## src/rtl/bhcs_pkg.sv

```systemverilog
// Shared types and constants for the BMP header checker.
// No dependencies; imported by every RTL module of the block.
package bhcs_pkg;

    localparam logic [15:0] SIGNATURE       = 16'h4D42;
    localparam logic [31:0] MIN_DATA_OFFSET = 32'd54;
    localparam logic [15:0] BITS_PER_POINT  = 16'd24;
    localparam logic [15:0] PLANES_VALUE    = 16'd1;

    // Positions of the final byte of each checked header field
    localparam logic [31:0] POS_SIGNATURE   = 32'd1;
    localparam logic [31:0] POS_FILE_SIZE   = 32'd5;
    localparam logic [31:0] POS_DATA_OFFSET = 32'd13;
    localparam logic [31:0] POS_WIDTH       = 32'd21;
    localparam logic [31:0] POS_HEIGHT      = 32'd25;
    localparam logic [31:0] POS_PLANES      = 32'd27;
    localparam logic [31:0] POS_BPP         = 32'd29;
    localparam logic [31:0] POS_COMPRESSION = 32'd33;
    localparam logic [31:0] POS_IMAGE_SIZE  = 32'd37;
    localparam logic [31:0] POS_LAST_HEADER = 32'd53;
    localparam logic [31:0] POS_MAX         = 32'hFFFF_FFFF;

    localparam logic KIND_VERDICT = 1'b0;
    localparam logic KIND_PIXEL   = 1'b1;

    localparam int OUT_TDATA_W = 112;

    typedef struct packed {
        logic       last_byte;
        logic [7:0] byte_value;
    } t_item;

    typedef struct packed {
        logic        result_kind;
        logic        header_valid;
        logic [31:0] image_width;
        logic [31:0] image_height;
        logic [31:0] pixel_start;
        logic [7:0]  pixel_byte;
        logic        end_of_file;
    } t_result;

endpackage

```

## src/rtl/bhcs_parser.sv

```systemverilog
// Header field assembly, checks and pixel forwarding decision.
// Depends on bhcs_pkg; updates its state once per consumed item.
module bhcs_parser
    import bhcs_pkg::*;
(
    input  logic    i_clk,
    input  logic    i_rst_n,
    input  logic    i_take,
    input  t_item   i_item,
    output logic    o_res_valid,
    output t_result o_res
);

    logic [31:0] r_pos, n_pos;
    logic [31:0] r_fa, n_fa;
    logic        r_ok, n_ok;
    logic [31:0] r_width, n_width;
    logic [31:0] r_height, n_height;
    logic [31:0] r_start, n_start;
    logic        r_sent, n_sent;
    logic [15:0] half;

    always_comb begin
        n_fa     = r_fa;
        n_ok     = r_ok;
        n_width  = r_width;
        n_height = r_height;
        n_start  = r_start;
        n_sent   = r_sent;
        half     = '0;
        o_res_valid = 1'b0;
        o_res       = '0;

        if (!r_sent) begin
            n_fa = {i_item.byte_value, r_fa[31:8]};
            half = n_fa[31:16];
            case (r_pos)
                POS_SIGNATURE:   if (half != SIGNATURE) n_ok = 1'b0;
                POS_FILE_SIZE:   if (n_fa == '0) n_ok = 1'b0;
                POS_DATA_OFFSET: begin
                    n_start = n_fa;
                    if (n_fa < MIN_DATA_OFFSET) n_ok = 1'b0;
                end
                POS_WIDTH: begin
                    n_width = n_fa;
                    if (n_fa == '0) n_ok = 1'b0;
                end
                POS_HEIGHT: begin
                    n_height = n_fa;
                    if (n_fa == '0) n_ok = 1'b0;
                end
                POS_PLANES:      if (half != PLANES_VALUE) n_ok = 1'b0;
                POS_BPP:         if (half != BITS_PER_POINT) n_ok = 1'b0;
                POS_COMPRESSION: if (n_fa != '0) n_ok = 1'b0;
                POS_IMAGE_SIZE:  if (n_fa == '0) n_ok = 1'b0;
                default: ;
            endcase
            if (r_pos == POS_LAST_HEADER || i_item.last_byte) begin
                o_res_valid        = 1'b1;
                o_res.result_kind  = KIND_VERDICT;
                o_res.header_valid = (r_pos == POS_LAST_HEADER) ? n_ok : 1'b0;
                o_res.image_width  = n_width;
                o_res.image_height = n_height;
                o_res.pixel_start  = n_start;
                o_res.end_of_file  = i_item.last_byte;
            end
            if (r_pos == POS_LAST_HEADER) n_sent = 1'b1;
        end else if (r_ok && r_pos >= r_start) begin
            o_res_valid        = 1'b1;
            o_res.result_kind  = KIND_PIXEL;
            o_res.header_valid = 1'b1;
            o_res.pixel_byte   = i_item.byte_value;
            o_res.end_of_file  = i_item.last_byte;
        end

        n_pos = (r_pos != POS_MAX) ? r_pos + 32'd1 : r_pos;
    end

    always_ff @(posedge i_clk) begin
        if (!i_rst_n) begin
            r_pos    <= '0;
            r_fa     <= '0;
            r_ok     <= 1'b1;
            r_width  <= '0;
            r_height <= '0;
            r_start  <= '0;
            r_sent   <= 1'b0;
        end else if (i_take) begin
            if (i_item.last_byte) begin
                // rearm for the next file
                r_pos    <= '0;
                r_fa     <= '0;
                r_ok     <= 1'b1;
                r_width  <= '0;
                r_height <= '0;
                r_start  <= '0;
                r_sent   <= 1'b0;
            end else begin
                r_pos    <= n_pos;
                r_fa     <= n_fa;
                r_ok     <= n_ok;
                r_width  <= n_width;
                r_height <= n_height;
                r_start  <= n_start;
                r_sent   <= n_sent;
            end
        end
    end

endmodule

```

## src/rtl/bhcs_out_stage.sv

```systemverilog
// Result register driving the master-side item stream.
// Depends on bhcs_pkg for the result record and tdata width.
module bhcs_out_stage
    import bhcs_pkg::*;
(
    input  logic                   i_clk,
    input  logic                   i_rst_n,
    input  logic                   i_load,
    input  t_result                i_res,
    output logic                   o_free,
    output logic                   m_axis_tvalid,
    input  logic                   m_axis_tready,
    output logic [OUT_TDATA_W-1:0] m_axis_tdata,
    output logic                   m_axis_tlast,
    output logic                   m_axis_tuser
);

    logic    r_valid;
    t_result r_res;

    assign o_free = !r_valid || m_axis_tready;

    always_ff @(posedge i_clk) begin
        if (!i_rst_n) begin
            r_valid <= 1'b0;
        end else if (i_load) begin
            r_valid <= 1'b1;
        end else if (m_axis_tready) begin
            r_valid <= 1'b0;
        end
    end

    always_ff @(posedge i_clk) begin
        if (i_load) begin
            r_res <= i_res;
        end
    end

    assign m_axis_tvalid = r_valid;
    assign m_axis_tdata  = {7'd0, r_res.pixel_byte, r_res.pixel_start,
                            r_res.image_height, r_res.image_width, r_res.header_valid};
    assign m_axis_tlast  = r_res.end_of_file;
    assign m_axis_tuser  = r_res.result_kind;

endmodule

```

## src/rtl/bmp_header_check_and_strip.sv

```systemverilog
// Top level of the BMP header checker: input register, parser, result register.
// Depends on bhcs_pkg, bhcs_parser and bhcs_out_stage.
//
//  channel   | direction | payload                                   | end mark
//  ----------+-----------+-------------------------------------------+---------------
//  s_axis    | in        | tdata: file byte                          | tlast: last byte
//  m_axis    | out       | tdata: verdict fields or pixel byte       | tlast: end of file
//                          tuser: 0 verdict, 1 pixel byte
//
//  One item per clock while the result register is not stalled: each byte is held
//  in the input register until the parser takes it, then the parser state and the
//  result register are updated together. A result is shown in the cycle after
//  the parser takes its item.
//  Reset (synchronous, active low) clears the parser state and both valid flags.
//  A stalled result holds; the input register takes items while it is empty or
//  while the result register is free or being drained in the same cycle.
module bmp_header_check_and_strip
    import bhcs_pkg::*;
(
    input  logic                   i_clk,
    input  logic                   i_rst_n,
    // slave side
    input  logic                   s_axis_tvalid,
    output logic                   s_axis_tready,
    input  logic [7:0]             s_axis_tdata,  // [7:0] byte_value
    input  logic                   s_axis_tlast,  // last_byte
    // master side
    output logic                   m_axis_tvalid,
    input  logic                   m_axis_tready,
    output logic [OUT_TDATA_W-1:0] m_axis_tdata,  // [0] header_valid, [32:1] image_width,
                                                  // [64:33] image_height, [96:65] pixel_start,
                                                  // [104:97] pixel_byte, [111:105] zero
    output logic                   m_axis_tlast,  // end_of_file
    output logic                   m_axis_tuser   // [0] result_kind
);

    logic    r_in_valid;
    t_item   r_in_item;
    logic    out_free;
    logic    take;
    logic    res_valid;
    t_result res;

    // Consume the held item whenever the result register can take its outcome
    assign take          = r_in_valid && out_free;
    assign s_axis_tready = !r_in_valid || out_free;

    always_ff @(posedge i_clk) begin
        if (!i_rst_n) begin
            r_in_valid <= 1'b0;
        end else if (s_axis_tvalid && s_axis_tready) begin
            r_in_valid <= 1'b1;
        end else if (take) begin
            r_in_valid <= 1'b0;
        end
    end

    // Hold the payload; no reset needed
    always_ff @(posedge i_clk) begin
        if (s_axis_tvalid && s_axis_tready) begin
            r_in_item <= '{last_byte: s_axis_tlast, byte_value: s_axis_tdata};
        end
    end

    bhcs_parser u_parser (
        .i_clk       (i_clk),
        .i_rst_n     (i_rst_n),
        .i_take      (take),
        .i_item      (r_in_item),
        .o_res_valid (res_valid),
        .o_res       (res)
    );

    // Load only items that yield a result; others just advance the parser
    bhcs_out_stage u_out (
        .i_clk         (i_clk),
        .i_rst_n       (i_rst_n),
        .i_load        (take && res_valid),
        .i_res         (res),
        .o_free        (out_free),
        .m_axis_tvalid (m_axis_tvalid),
        .m_axis_tready (m_axis_tready),
        .m_axis_tdata  (m_axis_tdata),
        .m_axis_tlast  (m_axis_tlast),
        .m_axis_tuser  (m_axis_tuser)
    );

endmodule

```

## config.mk

```make
export PLATFORM = sky130hd
export DESIGN_NAME = bmp_header_check_and_strip
export DESIGN_NICKNAME = d
export VERILOG_FILES = /design/src/rtl/bhcs_pkg.sv /design/src/rtl/bhcs_parser.sv /design/src/rtl/bhcs_out_stage.sv /design/src/rtl/bmp_header_check_and_strip.sv
export SDC_FILE = /design/constraint.sdc
export NUM_CORES = 1
export LEC_CHECK = 0
export CORE_AREA = 2 2 207 209
export CTS_CLUSTER_DIAMETER = 120
export CTS_CLUSTER_SIZE = 12
export DETAILED_ROUTE_END_ITERATION = 7
export DIE_AREA = 0 0 209 211
export DONT_BUFFER_PORTS = 1
export GPL_TIMING_DRIVEN = 1
export HOLD_SLACK_MARGIN = 0.12
export PLACE_DENSITY_LB_ADDON = 0.05
export SYNTH_ARGS = -nofsm -noshare
export SYNTH_HDL_FRONTEND = slang
export SYNTH_SLANG_ARGS = --single-unit
```

## constraint.sdc

```tcl
create_clock -name i_clk -period 10.4 [get_ports i_clk]
set_input_delay 1.04 -clock i_clk [delete_from_list [all_inputs] [get_ports i_clk]]
set_output_delay 1.04 -clock i_clk [all_outputs]
set_load 0.02 [all_outputs]
```

## After elaboration in Yosys (flattened, before gate mapping)

Index checks and enable logic that the tools add are counted.

| cells by class | value |
|---|---|
| eq/ne operators | 15 |
| multiplexer cells | 39 |
| order comparisons | 2 |
| reductions and logical operators | 19 |
| bitwise operators | 1 |
| add/subtract/negate cells | 1 |

Operators with widths:

| cell | count |
|---|---|
| two-way mux 32 bit | 13 |
| == test 32 x 5 -> 1 bit (second input constant) | 4 |
| two-way mux 97 bit | 1 |
| == test 32 x 6 -> 1 bit (second input constant) | 3 |
| adder 32 x 1 -> 32 bit (second input constant) | 1 |
| == test 32 x 1 -> 1 bit (second input constant) | 1 |
| == test 32 x 3 -> 1 bit (second input constant) | 1 |
| == test 32 x 4 -> 1 bit (second input constant) | 1 |
| greater-or-equal comparator 32 bit | 1 |
| zero test 32 bit | 1 |
| < comparator 32 x 6 -> 1 bit (second input constant) | 1 |
| != test 32 bit (second input constant) | 1 |
| nonzero test 32 bit | 1 |
| two-way mux 1 bit | 22 |
| != test 16 x 1 -> 1 bit (second input constant) | 1 |
| != test 16 x 15 -> 1 bit (second input constant) | 1 |
| != test 16 x 5 -> 1 bit (second input constant) | 1 |
| one-hot mux 1 bit (6 select lines) | 1 |
| AND reduction 2 bit | 3 |
| nonzero test 2 bit | 3 |
| logical AND 1 bit | 4 |
| two-way mux 2 bit | 2 |
| OR reduction 4 bit | 1 |
| logical OR 1 bit | 3 |
| other kinds (4) | 5 |

| word-level totals | value |
|---|---|
| bits in registers | 280 |
| input bits | 13 |
| logic and storage cells | 95 |
| output and inout port bits | 116 |

## Depth between registers and ports, before layout

| depth | value |
|---|---|
| word-level depth | 6 |
| gate-level depth with buffers | 11 |
| mapped depth without buffers | 8 |

## Hierarchy

Synthesis repeated with hierarchy kept, for this count alone.

| second synthesis, totals | value |
|---|---|
| cells, all modules | 1164 |
| area, all modules | 12216.7 um^2 |

By module, submodules not included:

| module | cells an instance | seq. area each (um^2) | instances | area each (um^2) |
|---|---|---|---|---|
| bhcs_parser | 1029 | 3083.0 | 1 | 8555.7 |
| bhcs_out_stage | 119 | 3233.1 | 1 | 3318.2 |
| bmp_header_check_and_strip | 16 | 290.3 | 1 | 342.8 |

## Least setup slack after synthesis

No wires, ideal clock.

| timing path | value |
|---|---|
| kind | register to register |
| start point | register u_parser.r_pos[25] |
| end point | register u_out.r_res (netlist bit u_out.m_axis_tdata[0]), enable pin |
| path buffers | 3 |
| stages on the path, launching flop included | 10 |
| arrival time | 7368 ps |
| library setup time | 608 ps |
| period minus slack after synthesis | 7976 ps |
| required time | 9792 ps |
| slack | 2424 ps |
| path through | dfxtp_1 nor4_2 nand4_2 or4_1 buf_2 or3_1 a21o_1 buf_6 buf_6 a21oi_1 |

| on the way | value |
|---|---|
| cells in the longest elaborated chain, start to end | 5 |
| elaborated cells on any way between the ends | 8 |
| those cells by class | order compare: 1; eq/ne: 1; mux: 3; reduce/logical: 3 |

Ends and longest elaborated chain:

| what | line | RTL |
|---|---|---|
| start: declaration | bhcs_parser.sv:14 | `logic [31:0] r_pos, n_pos;` |
| start signal: assignment | bhcs_parser.sv:99 | `r_pos <= n_pos;` |
| greater-or-equal comparator 32 bit / == test 32 x 6 -> 1 bit (equally long branches) | bhcs_parser.sv:68, bhcs_parser.sv:58 |  |
| logical AND 1 bit / logical OR 1 bit (equally long branches) | bhcs_parser.sv:68, bhcs_parser.sv:58 |  |
| two-way mux 1 bit (on tied branches) | bhcs_parser.sv:68, bhcs_parser.sv:58 |  |
| two-way mux 1 bit * | bhcs_parser.sv:34 | `if (!r_sent) begin` |
| logical AND 1 bit * | bmp_header_check_and_strip.sv:78 | `.i_load (take && res_valid),` |
| named net u_out.i_load | bhcs_out_stage.sv:8 | `input logic i_load,` |
| end signal: assignment | bhcs_out_stage.sv:35 | `r_res <= i_res;` |
| end: declaration | bhcs_out_stage.sv:19 | `t_result r_res;` |

The timed path passes the listed nets; every way through them passes the cells marked *.
A chain may end at the register's enable or synchronous reset.

## Worst setup path after layout

| timing path | value |
|---|---|
| start point | register u_parser.r_pos[20] |
| end point | register u_out.r_res (netlist bit u_out.m_axis_tdata[82]), enable pin |

Same word-level chain as after synthesis.

==> metrics.md <==
| Metric | Value |
|---|---|
| Status | finished, final reports clean |
| Largest net degree at the start of global routing | approximately 130 |
| Mapped cell area | 12,500 µm² |
| CP max-delay cell | or4_1 |
| Post-synth top area cell | edfxtp_1 |
| Tcrit/Tclk final | around 38% |
| Startpoint types | register |
| Total negative setup slack | 0 ns |
| Routability cong. | between 0.8 and 0.9 |
| Total chip power | 2.12 mW |
| Final std cells w/o fill | approximately 1,800 |
| Total number of vias | between 9,000 and 10,000 |
| Most common cell in the netlist | nand2_1 |
| DRC viols | 0 |
| Fmax | between 200 and 300 MHz |
| Yosys warns | 0 |
| Routed WL | about 39,000 µm |
| Worst EP arrival | 4.10 ns |
| Yosys reg bits | between 200 and 300 |
| Die width | 209 µm |
| Post-CTS Setup Inserts | 0 |
| Sequential share of the synthesized area | between 50% and 60% |
| Drt wl/cell | ~22 µm |
| CTS tree | built |
| IO Count | approximately 130 |
| First-pass GRT wire length | 59,600 µm |
| Internal Pwr Total | between 1.5 and 2 mW |
| Clock latency on the worst-skew pair | approximately 0.57 ns |
| H-tree depth | 1 |
| HPWL after DPL | around 24,000 µm |
| Max Slew Vio Count | 0 |
| Drt first pass iters | 7 |
| Total gr overflow | 0 |
| Ys flop type | dfxtp_1 |
| Inserted Clock Buffers | 26 |
| Sw frac | approximately 23% |
| Clock root buffer | clkbuf_16 |
| P&R area growth vs syn | 9.50% |
| Pwr/cell area | 156 nW/µm² |
| Hold Crit Class | register to register |
| Die ar. | between 40,000 and 50,000 µm² |
| Core area | roughly 42,000 µm² |
| Pleak | 4.06 nW |
| Top cells by area, synth | edfxtp_1, dfxtp_1, a22oi_1 |
| Number of synthesized flops with an enable pin | ~120 |
| Max-cap violation count | 0 |
| Final Critical Period | 3.92 ns |
| Comb pwr share | 3.0% |
| N_diodes | 0 |
| PortBufs | 0 |
| # resized after CTS | 0 |
| NetSw | a little under 500 µW |
| Worst-path clk slew | ~0.070 ns |
| Endpoints failing hold | 0 |
| Rows | 75 |
| Async S/R FF share, synth | 0% |
| Fill count | between 4,000 and 5,000 |
| CTS Buffer Depth | 3 |
| Endpoint class of the critical path | register |
| Initial DRC Count | 591 |
| Area share of the largest cell type after synthesis | between 20 and 30% |
| Final setup fails | 0 |
| Unrepaired setup endpoints after global routing | false |
| CP Class | register to register |
| Req. time, crit path | between 10 and 15 ns |
| Maximum VDD drop | approximately 0.11 mV |
| Critical path peak fanout | 66 |
| Post-placement cell count | approximately 1,700 |
| Vias in the first global route | around 8,900 |
| Largest stage delay, worst path | 0.69 ns |
| Post-route ant nets | 0 |
| Initial antenna violation count | 0 |
| Relative slew slack | between 30% and 40% |
| Flop pwr share | 53.9% |
| Yosys cell types | 51 |
| GR Util All Layers | between 10% and 20% |
| Layout cells sized above 1 | around 7.7% |
| Vert. Die Dim | 211 µm |
| Synth top cells by count | nand2_1, dfxtp_1, nor2b_1 |
| Avg Inst Size Synth | ~9.6 µm² |
| DR vias/cell | between 5 and 6 |
| Clock Sinks | 272 |
| Initial Util | 29.8% |
| Mapped Cells | about 1,300 |
| Final net count | about 1,300 |
| Crit-path cells | nor4_2, nand4_2, or4_1, or3_1, a21o_4, a21oi_4, buf_4 |
| Hold_buf cts | 0 |
| Layout Skew | between 0.015 and 0.02 ns |
| Clock Power Share | between 40% and 50% |
| Least-Margin Pin Slew | roughly 0.95 ns |
[worst paths after layout]
check                                                        start  slack [ns]                              endpoint  depth (start not counted)
worst min-delay path            u_parser.r_height[19]$_SDFFE_PN0P_        0.52    u_parser.r_height[19]$_SDFFE_PN0P_                          2
worst min register to register  u_parser.r_height[19]$_SDFFE_PN0P_        0.52    u_parser.r_height[19]$_SDFFE_PN0P_                          2
worst max register to register     u_parser.r_pos[20]$_SDFFE_PN0P_        6.48  u_out.m_axis_tdata[82]$_SDFFCE_PP0P_                          7
worst max-delay path               u_parser.r_pos[20]$_SDFFE_PN0P_        6.48  u_out.m_axis_tdata[82]$_SDFFCE_PP0P_                          7
[registers in the layout (all words and copies together) (netlist names)]
signal,cells
u_out.m_axis_tdata,105
u_parser.r_height,32
u_parser.r_pos,32
u_parser.r_start,32
u_parser.r_width,32
u_parser.r_fa,24
r_in_item,9
r_in_valid,1
u_out.m_axis_tlast,1
u_out.m_axis_tuser,1
u_out.m_axis_tvalid,1
u_parser.r_ok,1
u_parser.r_sent,1
[metrics by stage]
stage | setup slack (ns) | hold WS [ns] | util, % | area [µm²]
final | 6.48 | 0.522 | 32.7 | 13600
after global routing | 6.21 | 0.551 | 32.7 | 13600
after CTS | 6.39 | 0.527 | 32.7 | 13600
after detailed placement | 6.43 | 0.504 | 30.8 | 12900
after global placement | 6.49 | 0.501 | 30.8 | 12900
after floorplan | 2.42 | 0.481 | - | 12500
[final cells by class]
class / count / area (µm²) / share of cell area (%)
sequential: 272 / 6610 / 48.4
inverter: 44 / 165 / 1.21
tap: 539 / 674 / 4.94
clock buffer: 45 / 764 / 5.61
timing repair buffer: 23 / 173 / 1.27
multi-input combinational: 864 / 5260 / 38.5
[metal layers]
layer	vias to the layer above	share of wire [%]	global-route usage (%)
met1	4436	49	25.5
met4	0	1.4	3.77
li1	4421	-	-
met5	-	0	0
met3	30	3.5	2.42
met2	166	46	28.1
[cells in the final DEF (no fill, tap or decap), types with 5 or more instances in the layout]
| cell | netlist | layout |
|---|---|---|
| a21oi_1 | 104 | 103 |
| a21oi_2 | 20 | 20 |
| a22oi_1 | 120 | 120 |
| and4_1 | 7 | 7 |
| buf_4 | 7 | 23 |
| clkbuf_1 | 104 | 17 |
| clkbuf_16 | 0 | 28 |
| conb_1 | 1 | 7 |
| dfxtp_1 | 156 | 156 |
| edfxtp_1 | 116 | 116 |
| ha_1 | 34 | 34 |
| inv_1 | 44 | 44 |
| nand2_1 | 225 | 225 |
| nand2b_1 | 5 | 5 |
| nand3_1 | 20 | 20 |
| nand4_1 | 17 | 17 |
| nor2_1 | 32 | 30 |
| nor2b_1 | 134 | 134 |
| nor3_1 | 12 | 9 |
| nor4_1 | 24 | 22 |
| nor4_2 | 5 | 6 |
| o21ai_0 | 12 | 12 |
| o31ai_1 | 7 | 7 |
| or3_1 | 6 | 6 |
| or4_1 | 12 | 10 |
| xnor2_1 | 18 | 18 |
[cell families (layout without fill, tap and decap cells)]
family	Yosys count	in the layout	share of synthesized area (%)
AND/OR/NAND/NOR	518	518	21.3
AO/OA/AOI/OAI	285	285	15.2
flip-flops	272	272	53.0
buffers and inverters	172	112	5.70
adder cells (fa/ha/maj)	34	34	3.42
XOR/XNOR	20	20	1.41
other	1	7	0.0301
[worst max-delay path, delay by kind of cell (launching register included)]
kind            cells  cell delay, ns
buf+inv             1            0.69
compound gates      2            0.63
simple gates        4            1.73
flops               1            0.38
[power groups by stage]
stage	Sequential (mW)	Combinational, mW	Clock, mW
floorplan	1.16	0.0528	0
global placement	1.17	0.0649	0
detailed placement	1.17	0.0644	0
CTS	1.14	0.0646	0.954
global route	1.14	0.0687	0.986
finish	1.14	0.0632	0.915
(Power assumes the default switching activity.)
